File: src/rtl/ntbp_pkg.sv
// Shared types and constants for the two-bit nucleotide packer.
package ntbp_pkg;

   // Input command codes carried on req_tuser
   typedef enum logic [1:0] {
      CMD_CHAR   = 2'd0,
      CMD_HEADER = 2'd1,
      CMD_END    = 2'd2
   } cmd_type;

   // Result kinds
   localparam logic KIND_WORD   = 1'b0;
   localparam logic KIND_RECORD = 1'b1;

   localparam int CHAR_W      = 8;
   localparam int CMD_W       = 2;
   localparam int COUNT_W     = 32;
   localparam int WORD_W      = 32;
   localparam int ADDR_W      = 28;
   localparam int SEQ_W       = 6;
   localparam int SLOT_W      = 4;
   localparam int RSP_DATA_W  = 136;
   localparam int RSP_USER_W  = 2;
   localparam int RSP_PAD_W   = RSP_DATA_W - (ADDR_W + WORD_W + SEQ_W + 2 * COUNT_W);

   localparam logic [COUNT_W-1:0] COUNT_MAX = {COUNT_W{1'b1}};
   localparam logic [SLOT_W-1:0]  SLOT_LAST = {SLOT_W{1'b1}};

   // One result transaction as held in the output queue
   typedef struct packed {
      logic                kind;
      logic                prev_valid;
      logic                last;
      logic [ADDR_W-1:0]   word_address;
      logic [WORD_W-1:0]   packed_word;
      logic [SEQ_W-1:0]    seq_number;
      logic [COUNT_W-1:0]  seq_start;
      logic [COUNT_W-1:0]  prev_length;
   } rsp_item_type;

endpackage

File: src/rtl/nucleotide_two_bit_packer.sv
// Top level of the two-bit nucleotide packer: coding, packing and result queue.
//
// The block takes one transaction per cycle on the req_ side: a nucleotide
// character (coded into two bits from ASCII bits [2:1], so lower and upper
// case agree and N codes as G), a header that opens a new sequence, or an end
// marker. Sixteen codes fill one 32-bit word, earliest in the low bits; each
// full word leaves as a word write at a shuffled word address. Headers and the
// end marker leave as boundary records; the end marker first writes out any
// partial word and then returns the block to its reset state. Each accepted
// transaction updates the packing state in the same cycle and pushes its zero,
// one or two results into a four-entry result queue, so a new transaction is
// taken every cycle as long as the queue has room for two results; the queue
// drains one result per cycle while rsp_tready is high, and throughput is
// bounded only by that port (an end marker with a partial word puts two results
// on the output side). Results are registered in the queue before they leave.
module nucleotide_two_bit_packer #(
   parameter int THREAD_BITS     = 7,
   parameter int PER_THREAD_BITS = 8,
   parameter int MAX_SEQUENCES   = 64
) (
   input  logic                               clock,
   input  logic                               reset,
   input  logic                               req_tvalid,
   output logic                               req_tready,
   // char_code [7:0]
   input  logic [ntbp_pkg::CHAR_W-1:0]        req_tdata,
   // command [1:0]
   input  logic [ntbp_pkg::CMD_W-1:0]         req_tuser,
   output logic                               rsp_tvalid,
   input  logic                               rsp_tready,
   // word_address [27:0], packed_word [59:28], seq_number [65:60],
   // seq_start [97:66], prev_length [129:98], zero pad [135:130]
   output logic [ntbp_pkg::RSP_DATA_W-1:0]    rsp_tdata,
   // kind [0], prev_valid [1]
   output logic [ntbp_pkg::RSP_USER_W-1:0]    rsp_tuser,
   output logic                               rsp_tlast
);

   localparam int SPLIT         = THREAD_BITS + PER_THREAD_BITS;
   localparam int SEQ_LIMIT_INT = (MAX_SEQUENCES - 1 > 63) ? 63 : MAX_SEQUENCES - 1;
   localparam logic [ntbp_pkg::SEQ_W-1:0] SEQ_LIMIT = SEQ_LIMIT_INT[ntbp_pkg::SEQ_W-1:0];
   localparam int QUEUE_DEPTH   = 4;
   localparam int PTR_W         = 2;
   localparam int FILL_W        = 3;
   localparam logic [FILL_W-1:0] FILL_ROOM = 3'd2;
   localparam logic [FILL_W-1:0] FILL_FULL = 3'd4;

   // packing state
   logic [ntbp_pkg::COUNT_W-1:0] char_count_ff, char_count_in;
   logic [ntbp_pkg::WORD_W-1:0]  word_buffer_ff, word_buffer_in;
   logic [ntbp_pkg::SEQ_W-1:0]   current_seq_ff, current_seq_in;
   logic                         seen_header_ff, seen_header_in;
   logic [ntbp_pkg::COUNT_W-1:0] current_start_ff, current_start_in;

   // result queue
   ntbp_pkg::rsp_item_type       queue_ff [QUEUE_DEPTH];
   logic [PTR_W-1:0]             wr_ptr_ff, wr_ptr_in;
   logic [PTR_W-1:0]             rd_ptr_ff, rd_ptr_in;
   logic [FILL_W-1:0]            fill_ff, fill_in;

   logic                         req_acc;
   logic                         rsp_acc;
   logic                         push0;
   logic                         push1;
   ntbp_pkg::rsp_item_type       item0;
   ntbp_pkg::rsp_item_type       item1;
   ntbp_pkg::rsp_item_type       head;

   logic [ntbp_pkg::SLOT_W-1:0]  slot;
   logic [1:0]                   code;
   logic [ntbp_pkg::WORD_W-1:0]  merged_word;
   logic [ntbp_pkg::ADDR_W-1:0]  word_idx;
   logic [ntbp_pkg::ADDR_W-1:0]  shuffled_addr;
   logic [ntbp_pkg::COUNT_W-1:0] seq_length;
   logic [ntbp_pkg::SEQ_W-1:0]   next_seq;

   assign req_acc    = req_tvalid && req_tready;
   assign rsp_acc    = rsp_tvalid && rsp_tready;
   assign req_tready = (fill_ff <= FILL_ROOM);

   // Code the character: lower case differs from upper only in bit 5,
   // so bits [2:1] give the code directly.
   assign slot        = char_count_ff[ntbp_pkg::SLOT_W-1:0];
   assign code        = req_tdata[2:1];
   assign merged_word = word_buffer_ff
                        | ({{(ntbp_pkg::WORD_W-2){1'b0}}, code} << {slot, 1'b0});

   // Shuffle the word index: top bits stay, low per-thread bits move up,
   // thread bits move to the bottom.
   assign word_idx      = char_count_ff[ntbp_pkg::COUNT_W-1:ntbp_pkg::SLOT_W];
   assign shuffled_addr = {word_idx[ntbp_pkg::ADDR_W-1:SPLIT],
                           word_idx[PER_THREAD_BITS-1:0],
                           word_idx[SPLIT-1:PER_THREAD_BITS]};

   assign seq_length = char_count_ff - current_start_ff;
   assign next_seq   = (current_seq_ff < SEQ_LIMIT) ? current_seq_ff + 6'd1 : current_seq_ff;

   // Decode the command, update the packing state and build results
   always_comb begin
      char_count_in    = char_count_ff;
      word_buffer_in   = word_buffer_ff;
      current_seq_in   = current_seq_ff;
      seen_header_in   = seen_header_ff;
      current_start_in = current_start_ff;
      push0            = 1'b0;
      push1            = 1'b0;
      item0            = '0;
      item1            = '0;

      if (req_acc) begin
         case (ntbp_pkg::cmd_type'(req_tuser))
            ntbp_pkg::CMD_CHAR: begin
               // drop characters once the counter has saturated
               if (char_count_ff != ntbp_pkg::COUNT_MAX) begin
                  char_count_in = char_count_ff + 32'd1;
                  if (slot == ntbp_pkg::SLOT_LAST) begin
                     push0              = 1'b1;
                     item0.kind         = ntbp_pkg::KIND_WORD;
                     item0.word_address = shuffled_addr;
                     item0.packed_word  = merged_word;
                     item0.last         = 1'b1;
                     word_buffer_in     = '0;
                  end else begin
                     word_buffer_in = merged_word;
                  end
               end
            end
            ntbp_pkg::CMD_HEADER: begin
               push0            = 1'b1;
               item0.kind       = ntbp_pkg::KIND_RECORD;
               item0.seq_number = seen_header_ff ? next_seq : current_seq_ff;
               item0.seq_start  = char_count_ff;
               item0.prev_length = seen_header_ff ? seq_length : '0;
               item0.prev_valid = seen_header_ff;
               item0.last       = 1'b1;
               if (seen_header_ff) begin
                  current_seq_in = next_seq;
               end
               current_start_in = char_count_ff;
               seen_header_in   = 1'b1;
            end
            ntbp_pkg::CMD_END: begin
               // flush a partial word ahead of the closing record
               if (slot != '0) begin
                  push0              = 1'b1;
                  push1              = 1'b1;
                  item0.kind         = ntbp_pkg::KIND_WORD;
                  item0.word_address = shuffled_addr;
                  item0.packed_word  = word_buffer_ff;
                  item0.last         = 1'b0;
                  item1.kind         = ntbp_pkg::KIND_RECORD;
                  item1.seq_number   = current_seq_ff;
                  item1.seq_start    = char_count_ff;
                  item1.prev_length  = seen_header_ff ? seq_length : '0;
                  item1.prev_valid   = seen_header_ff;
                  item1.last         = 1'b1;
               end else begin
                  push0             = 1'b1;
                  item0.kind        = ntbp_pkg::KIND_RECORD;
                  item0.seq_number  = current_seq_ff;
                  item0.seq_start   = char_count_ff;
                  item0.prev_length = seen_header_ff ? seq_length : '0;
                  item0.prev_valid  = seen_header_ff;
                  item0.last        = 1'b1;
               end
               char_count_in    = '0;
               word_buffer_in   = '0;
               current_seq_in   = '0;
               seen_header_in   = 1'b0;
               current_start_in = '0;
            end
            default: begin
               // unused command: drop
            end
         endcase
      end
   end

   // Advance queue pointers and fill level
   always_comb begin
      wr_ptr_in = wr_ptr_ff + {1'b0, push0} + {1'b0, push1};
      rd_ptr_in = rd_ptr_ff + {1'b0, rsp_acc};
      fill_in   = fill_ff + {2'b00, push0} + {2'b00, push1} - {2'b00, rsp_acc};
   end

   // Control and state registers
   always_ff @(posedge clock) begin
      if (reset) begin
         char_count_ff    <= '0;
         word_buffer_ff   <= '0;
         current_seq_ff   <= '0;
         seen_header_ff   <= 1'b0;
         current_start_ff <= '0;
         wr_ptr_ff        <= '0;
         rd_ptr_ff        <= '0;
         fill_ff          <= '0;
      end else begin
         char_count_ff    <= char_count_in;
         word_buffer_ff   <= word_buffer_in;
         current_seq_ff   <= current_seq_in;
         seen_header_ff   <= seen_header_in;
         current_start_ff <= current_start_in;
         wr_ptr_ff        <= wr_ptr_in;
         rd_ptr_ff        <= rd_ptr_in;
         fill_ff          <= fill_in;
      end
   end

   // Write results into the queue
   always_ff @(posedge clock) begin
      if (push0) begin
         queue_ff[wr_ptr_ff] <= item0;
      end
      if (push1) begin
         queue_ff[wr_ptr_ff + 2'd1] <= item1;
      end
   end

   // Present the queue head
   assign head       = queue_ff[rd_ptr_ff];
   assign rsp_tvalid = (fill_ff != '0);
   assign rsp_tdata  = {{ntbp_pkg::RSP_PAD_W{1'b0}}, head.prev_length, head.seq_start,
                        head.seq_number, head.packed_word, head.word_address};
   assign rsp_tuser  = {head.prev_valid, head.kind};
   assign rsp_tlast  = head.last;

   // Queue never overflows its four entries
   assert property (@(posedge clock) disable iff (reset) fill_ff <= FILL_FULL)
      else $error("result queue overflow");

   // An end marker always returns the counter to zero
   assert property (@(posedge clock) disable iff (reset)
      req_acc && (req_tuser == ntbp_pkg::CMD_END) |=> char_count_ff == '0)
      else $error("end marker did not clear the character count");

   // A counted character advances the counter by one
   assert property (@(posedge clock) disable iff (reset)
      req_acc && (req_tuser == ntbp_pkg::CMD_CHAR) && (char_count_ff != ntbp_pkg::COUNT_MAX)
      |=> char_count_ff == $past(char_count_ff) + 32'd1)
      else $error("character count did not advance");

   // Sequence index stays within its limit
   assert property (@(posedge clock) disable iff (reset) current_seq_ff <= SEQ_LIMIT)
      else $error("sequence index beyond limit");

endmodule
File: config.mk
export PLATFORM = sky130hd
export DESIGN_NAME = nucleotide_two_bit_packer
export DESIGN_NICKNAME = d
export VERILOG_FILES = /design/src/rtl/ntbp_pkg.sv /design/src/rtl/nucleotide_two_bit_packer.sv
export SDC_FILE = /design/constraint.sdc
export NUM_CORES = 1
export LEC_CHECK = 0
export ABC_AREA = 1
export BUFFER_PORTS_ARGS = -buffer_cell sky130_fd_sc_hd__buf_2
export CAP_MARGIN = 10
export CORE_ASPECT_RATIO = 1.2
export CORE_UTILIZATION = 25
export CTS_CLUSTER_DIAMETER = 50
export CTS_CLUSTER_SIZE = 16
export DETAILED_ROUTE_END_ITERATION = 6
export SLEW_MARGIN = 20
export SYNTH_ARGS = -nofsm -noshare
export SYNTH_HDL_FRONTEND = slang
export SYNTH_SLANG_ARGS = --single-unit
File: constraint.sdc
create_clock -name clock -period 4.4 [get_ports clock]
set_input_delay 0.44 -clock clock [delete_from_list [all_inputs] [get_ports clock]]
set_output_delay 0.44 -clock clock [all_outputs]
set_load 0.005 [all_outputs]
Word-level counts from Yosys, hierarchy flattened
Memory sizes are Yosys's and may differ from the RTL's. A register that Yosys moved wholly into a read port is not among the register bits. Cells that the tools add are included. W data, S select, Z words.

Output and inout bits: 141. Memories: 1. Logic and storage cells: 79. Input port bits: 14. Register bits after elaboration: 110. RAM bits: 532.

Memories: queue_ff (words 4, width 133, read ports 1, clocked after memory_dff 1, write ports 2, RTL line nucleotide_two_bit_packer.sv:56) `ntbp_pkg::rsp_item_type queue_ff [QUEUE_DEPTH];`.

Equal/unequal tests: 5. Shift operators: 1. Bitwise gates (word level): 1. Reductions and logical operators: 10. Multiplexer cells: 41. Add/sub/neg operators: 10. Order comparisons: 2.

Operators with widths (count): $mux W70 (4); $pmux W32 S2 (3); $pmux W70 S2 (1); $mux W133 (1); $mux W32 (4); $mux W61 (2); $pmux W60 S2 (1); $mux W60 (1); $add A32 B1 Y32 const B (1); $ne A32 B32 Y1 const B (1); $or A32 B32 Y32 (1); $shl A2 B5 Y32 (1); $sub A32 B32 Y32 (1); $mux W1 (12); $mux W6 (2); $pmux W6 S2 (1); $mux W3 (3); $pmux W1 S2 (4); $add A2 B1 Y2 (3); $add A3 B1 Y3 (2); $add A6 B1 Y6 const B (1); $lt A6 B6 Y1 const B (1); $eq A4 B4 Y1 const B (1); $reduce_bool A2 Y1 (2); 15 further kinds (16).

Depth between registers and ports, before layout
Depth in word-level cells: 8. Gate-level depth with buffers: 16. Depth with buffers taken out: 15.

Worst setup path before layout
Ideal clock, no wire load.

Kind: register -> register. Start: register char_count_ff[1] (netlist bit). End: memory queue_ff[0][0] (netlist bit), enable pin. Slack: 53 ps. Data required time: 3967 ps. Setup time: 433 ps. Arrival: 3914 ps. Cell stages (with the launch flop): 16. Path buffers: 4. Clock period less this slack: 4347 ps. Cell sequence: dfxtp_1 -> clkbuf_1 -> inv_1 -> buf_1 -> ha_1 -> nand2_1 -> nor2_4 -> nor2_4 -> inv_2 -> nor2_4 -> inv_2 -> nor2_4 -> inv_2 -> buf_2 -> buf_2 -> nand2_1.

RTL lines: start, declared (RTL line nucleotide_two_bit_packer.sv:49) `logic [ntbp_pkg::COUNT_W-1:0] char_count_ff, char_count_in;`; start signal, assigned (RTL line nucleotide_two_bit_packer.sv:198) `char_count_ff <= char_count_in;`; end, declared (RTL line nucleotide_two_bit_packer.sv:56).

==> results.cfg <==
[final_layout]
final_cell_mix = nand2_1 (1,181), a21oi_1 (529), nor2_1 (433), inv_1 (368), dfxtp_1 (348)
nets = 4476
final_common_cell = nand2_1
fin_util_pct = 28.9
drive_gt1_share_pct = 9.15
area_growth_pct = 14.5

[global_routing]
grt_pass1_wl_mm = 173
antenna_found_initial = 8
grt_max_degree = 113
grtUsageTotal_pct = 16.9
gr-total-overflow = 0
grt_pass1_vias = 28100

[sta]
skew_ns = 0.0456
setup_violations = 0
setup_tns_ns = 0
worst_slew_pin_slew_ns = 1.12
period_share_pct = 85.1
fmax_mhz = 267
rsz0062_at_grt = no
hold_viol = 0
finalHoldWorstSlack_ns = 0.217
maxSlewHeadroom_pct = 25.2
finalCriticalPeriod_ns = 3.75
slew_violations = 0

[clocking]
cts_buffers = 70
root_buffer = clkbuf_16
cts_tree = done
cts_setup_buffers = 0
clockBufferDepth = 3
clock-sinks = 642
clkLatencyLatePin_ns = 0.66
cts_max_level = 3
ctsResizeCount = 0
clk_pin_slew_ns = 0.07
hold_buffers = 0

[setup_path]
r2r-end = queue_ff[3][102]$_SDFFE_PP0P_
r2r_slack_ns = 0.65
worst-setup-path-type = reg -> reg
cp-end-kind = flop
regToRegStartpoint = char_count_ff[1]$_SDFFE_PP0P_
rr_worst_depth = 13
arrival_ns = 4.21
critPathLaunchType = flop
cp_max_fo = 22
cp.required_ns = 4.86

[power]
ir_worst_vdd_uv = 280
intPower_w = 0.0115
power_frac_clock_pct = 35.1
power_frac_comb_pct = 26.2
power.switching_w = 0.00626
p_seq_share_pct = 38.6
leakage_nw = 15.2
p_sw_share_pct = 35.3
p_per_area_mw_per_mm2 = 471

[yosys]
netlist_top_cells_area = edfxtp_1 (27%), dfxtp_1 (21%), nand2_1 (14%)
synthFlopType = dfxtp_1
synthesis.instances = 4405
netlist_area_mm2 = 0.0329
synth_top_family_by_area = simple AND/OR/NAND/NOR gates
synthSimpleGateAreaFrac_pct = 24.9
synth_mux_area_share_pct = 0
synthArstFlopShare_pct = 0
ys_ff_latch = 642
postSynthAreaPerCell_um2 = 7.47
synth_xor_area_share_pct = 0.532
synthAdderAreaFrac_pct = 1.88
ys_types = 43
synth_compound_area_share_pct = 16.1
synth-warning-count = 0
ys_seq_area_share_pct = 47.9
synth_top_area_share_pct = 26.6
synth-edff-count = 292
synth_top_area_cell = edfxtp_1

[flow_run]
cap_violations = 0

[route]
dr_total_vias = 30600
first_pass_iters = 7
drc_errors = 1
ant_nets = 0
drt_wl_total_mm = 117
drt_iter0_markers = 2991
viasPerCell = 4.96
wire_per_inst_um = 18.9

[placement]
io_buffer_count = 142
place_congestion = 0.951
hpwl_mm = 72.5

[floorplan]
die_h_um = 399
start_util_pct = 25.2
dieArea_mm2 = 0.133
dieWidth_um = 333
ioPinCount = 155
coreArea_mm2 = 0.130
rows = 145

[hold_path]
hold_class = in -> reg
worstHoldStart = reset
whs_endpoint = fill_ff[0]$_SDFF_PP0_
holdPathStages = 2

[run_status]
status = complete, but fails checks
violations = design-rule violations
[cells in the mapped netlist, types with 11 or more instances]
master / n
a21oi_1: 529
buf_4: 22
nand3_1: 290
o22ai_1: 138
nand2_1: 1188
buf_2: 89
nor3_1: 20
dfxtp_1: 350
xor2_1: 14
edfxtp_1: 292
clkbuf_1: 162
o21ai_0: 275
ha_1: 43
o21bai_1: 19
inv_2: 15
inv_1: 368
o21ai_1: 18
buf_1: 13
nand2_2: 11
nand4_1: 32
nor2_1: 434
o21a_1: 12
[final cells by class]
class                           instances  area [um2]
Antenna cell                            2        5.00
Timing Repair Buffer                  229        1490
Fill cell                           13900       92800
Sequential cell                       642       15800
Multi-Input combinational cell       3083       14400
Inverter                              389        1470
Clock inverter                         45         551
Tap cell                             1690        2110
Clock buffer                           83        1880
[through the flow]
| stage | total power, W | cells | cell area (um2) | setup slack (ns) |
|---|---|---|---|---|
| final | 0.0177 | 6163 | 37700 | 0.654 |
| after global routing | 0.0186 | 6162 | 37700 | 0.434 |
| after CTS | 0.0179 | 6161 | 37700 | 0.717 |
| after detailed placement | 0.0117 | 6033 | 35200 | 0.737 |
| after global placement | 0.0116 | 6033 | 35200 | 0.723 |
| after floorplan | 0.00959 | 4410 | 32900 | 0.0531 |
[worst max-delay path, stage by stage (launching register included)]
cell	delay, ns
dfxtp_1	0.75
ha_1	0.30
nand2_1	0.13
nor2_2	0.23
nand2_2	0.12
nor2_4	0.17
nand3_2	0.10
nand2_2	0.12
buf_4	0.30
nand2_1	0.34
inv_1	0.57
nor2_1	0.23
nand2_1	0.12
a21oi_1	0.07
[logic make-up (layout without fill, tap and decap cells)]
kind of cell	Yosys count	after routing
xor+xnor	20	20
buf+inv	685	746
simple gates	2007	2007
flops	642	642
fa+ha+maj	47	47
compound gates	1003	1003
other cells	1	8
[worst max path at each step]
stage / startpoint / end / slack, ns / depth (start not counted)
final: char_count_ff[1]$_SDFFE_PP0P_ / queue_ff[3][102]$_SDFFE_PP0P_ / 0.65 / 13
after global routing: char_count_ff[1]$_SDFFE_PP0P_ / queue_ff[3][119]$_SDFFE_PP0P_ / 0.43 / 13
after CTS: char_count_ff[1]$_SDFFE_PP0P_ / queue_ff[3][102]$_SDFFE_PP0P_ / 0.72 / 13
after detailed placement: char_count_ff[1]$_SDFFE_PP0P_ / queue_ff[3][102]$_SDFFE_PP0P_ / 0.74 / 13
after global placement: char_count_ff[1]$_SDFFE_PP0P_ / queue_ff[3][102]$_SDFFE_PP0P_ / 0.72 / 13
after floorplan: char_count_ff[1]$_SDFFE_PP0P_ / queue_ff[0][0]$_DFFE_PP_ / 0.05 / 15
[power by group through the flow]
stage | registers [W] | logic [W] | clock network [W]
final | 0.00685 | 0.00465 | 0.00623
after CTS | 0.00684 | 0.00472 | 0.00632
after floorplan | 0.00686 | 0.00273 | 0
after global routing | 0.00688 | 0.00515 | 0.00653
after global placement | 0.00696 | 0.00466 | 0
after detailed placement | 0.00697 | 0.00470 | 0
[metal layers]
| metal | track usage [%] | share of wire [%] |
|---|---|---|
| met2 | 28.8 | 48 |
| met5 | 0 | 0.010 |
| met4 | 8.39 | 4.7 |
| met3 | 2.04 | 6.5 |
| met1 | 21.0 | 41 |
[registers in the layout, indices dropped and copies added, names as in the netlist]
| signal | flops |
|---|---|
| current_seq_ff | 6 |
| rd_ptr_ff | 2 |
| queue_ff | 532 |
| seen_header_ff | 1 |
| word_buffer_ff | 32 |
| wr_ptr_ff | 2 |
| fill_ff | 3 |
| current_start_ff | 32 |
| char_count_ff | 32 |
Power figures use the tool's default switching activity.
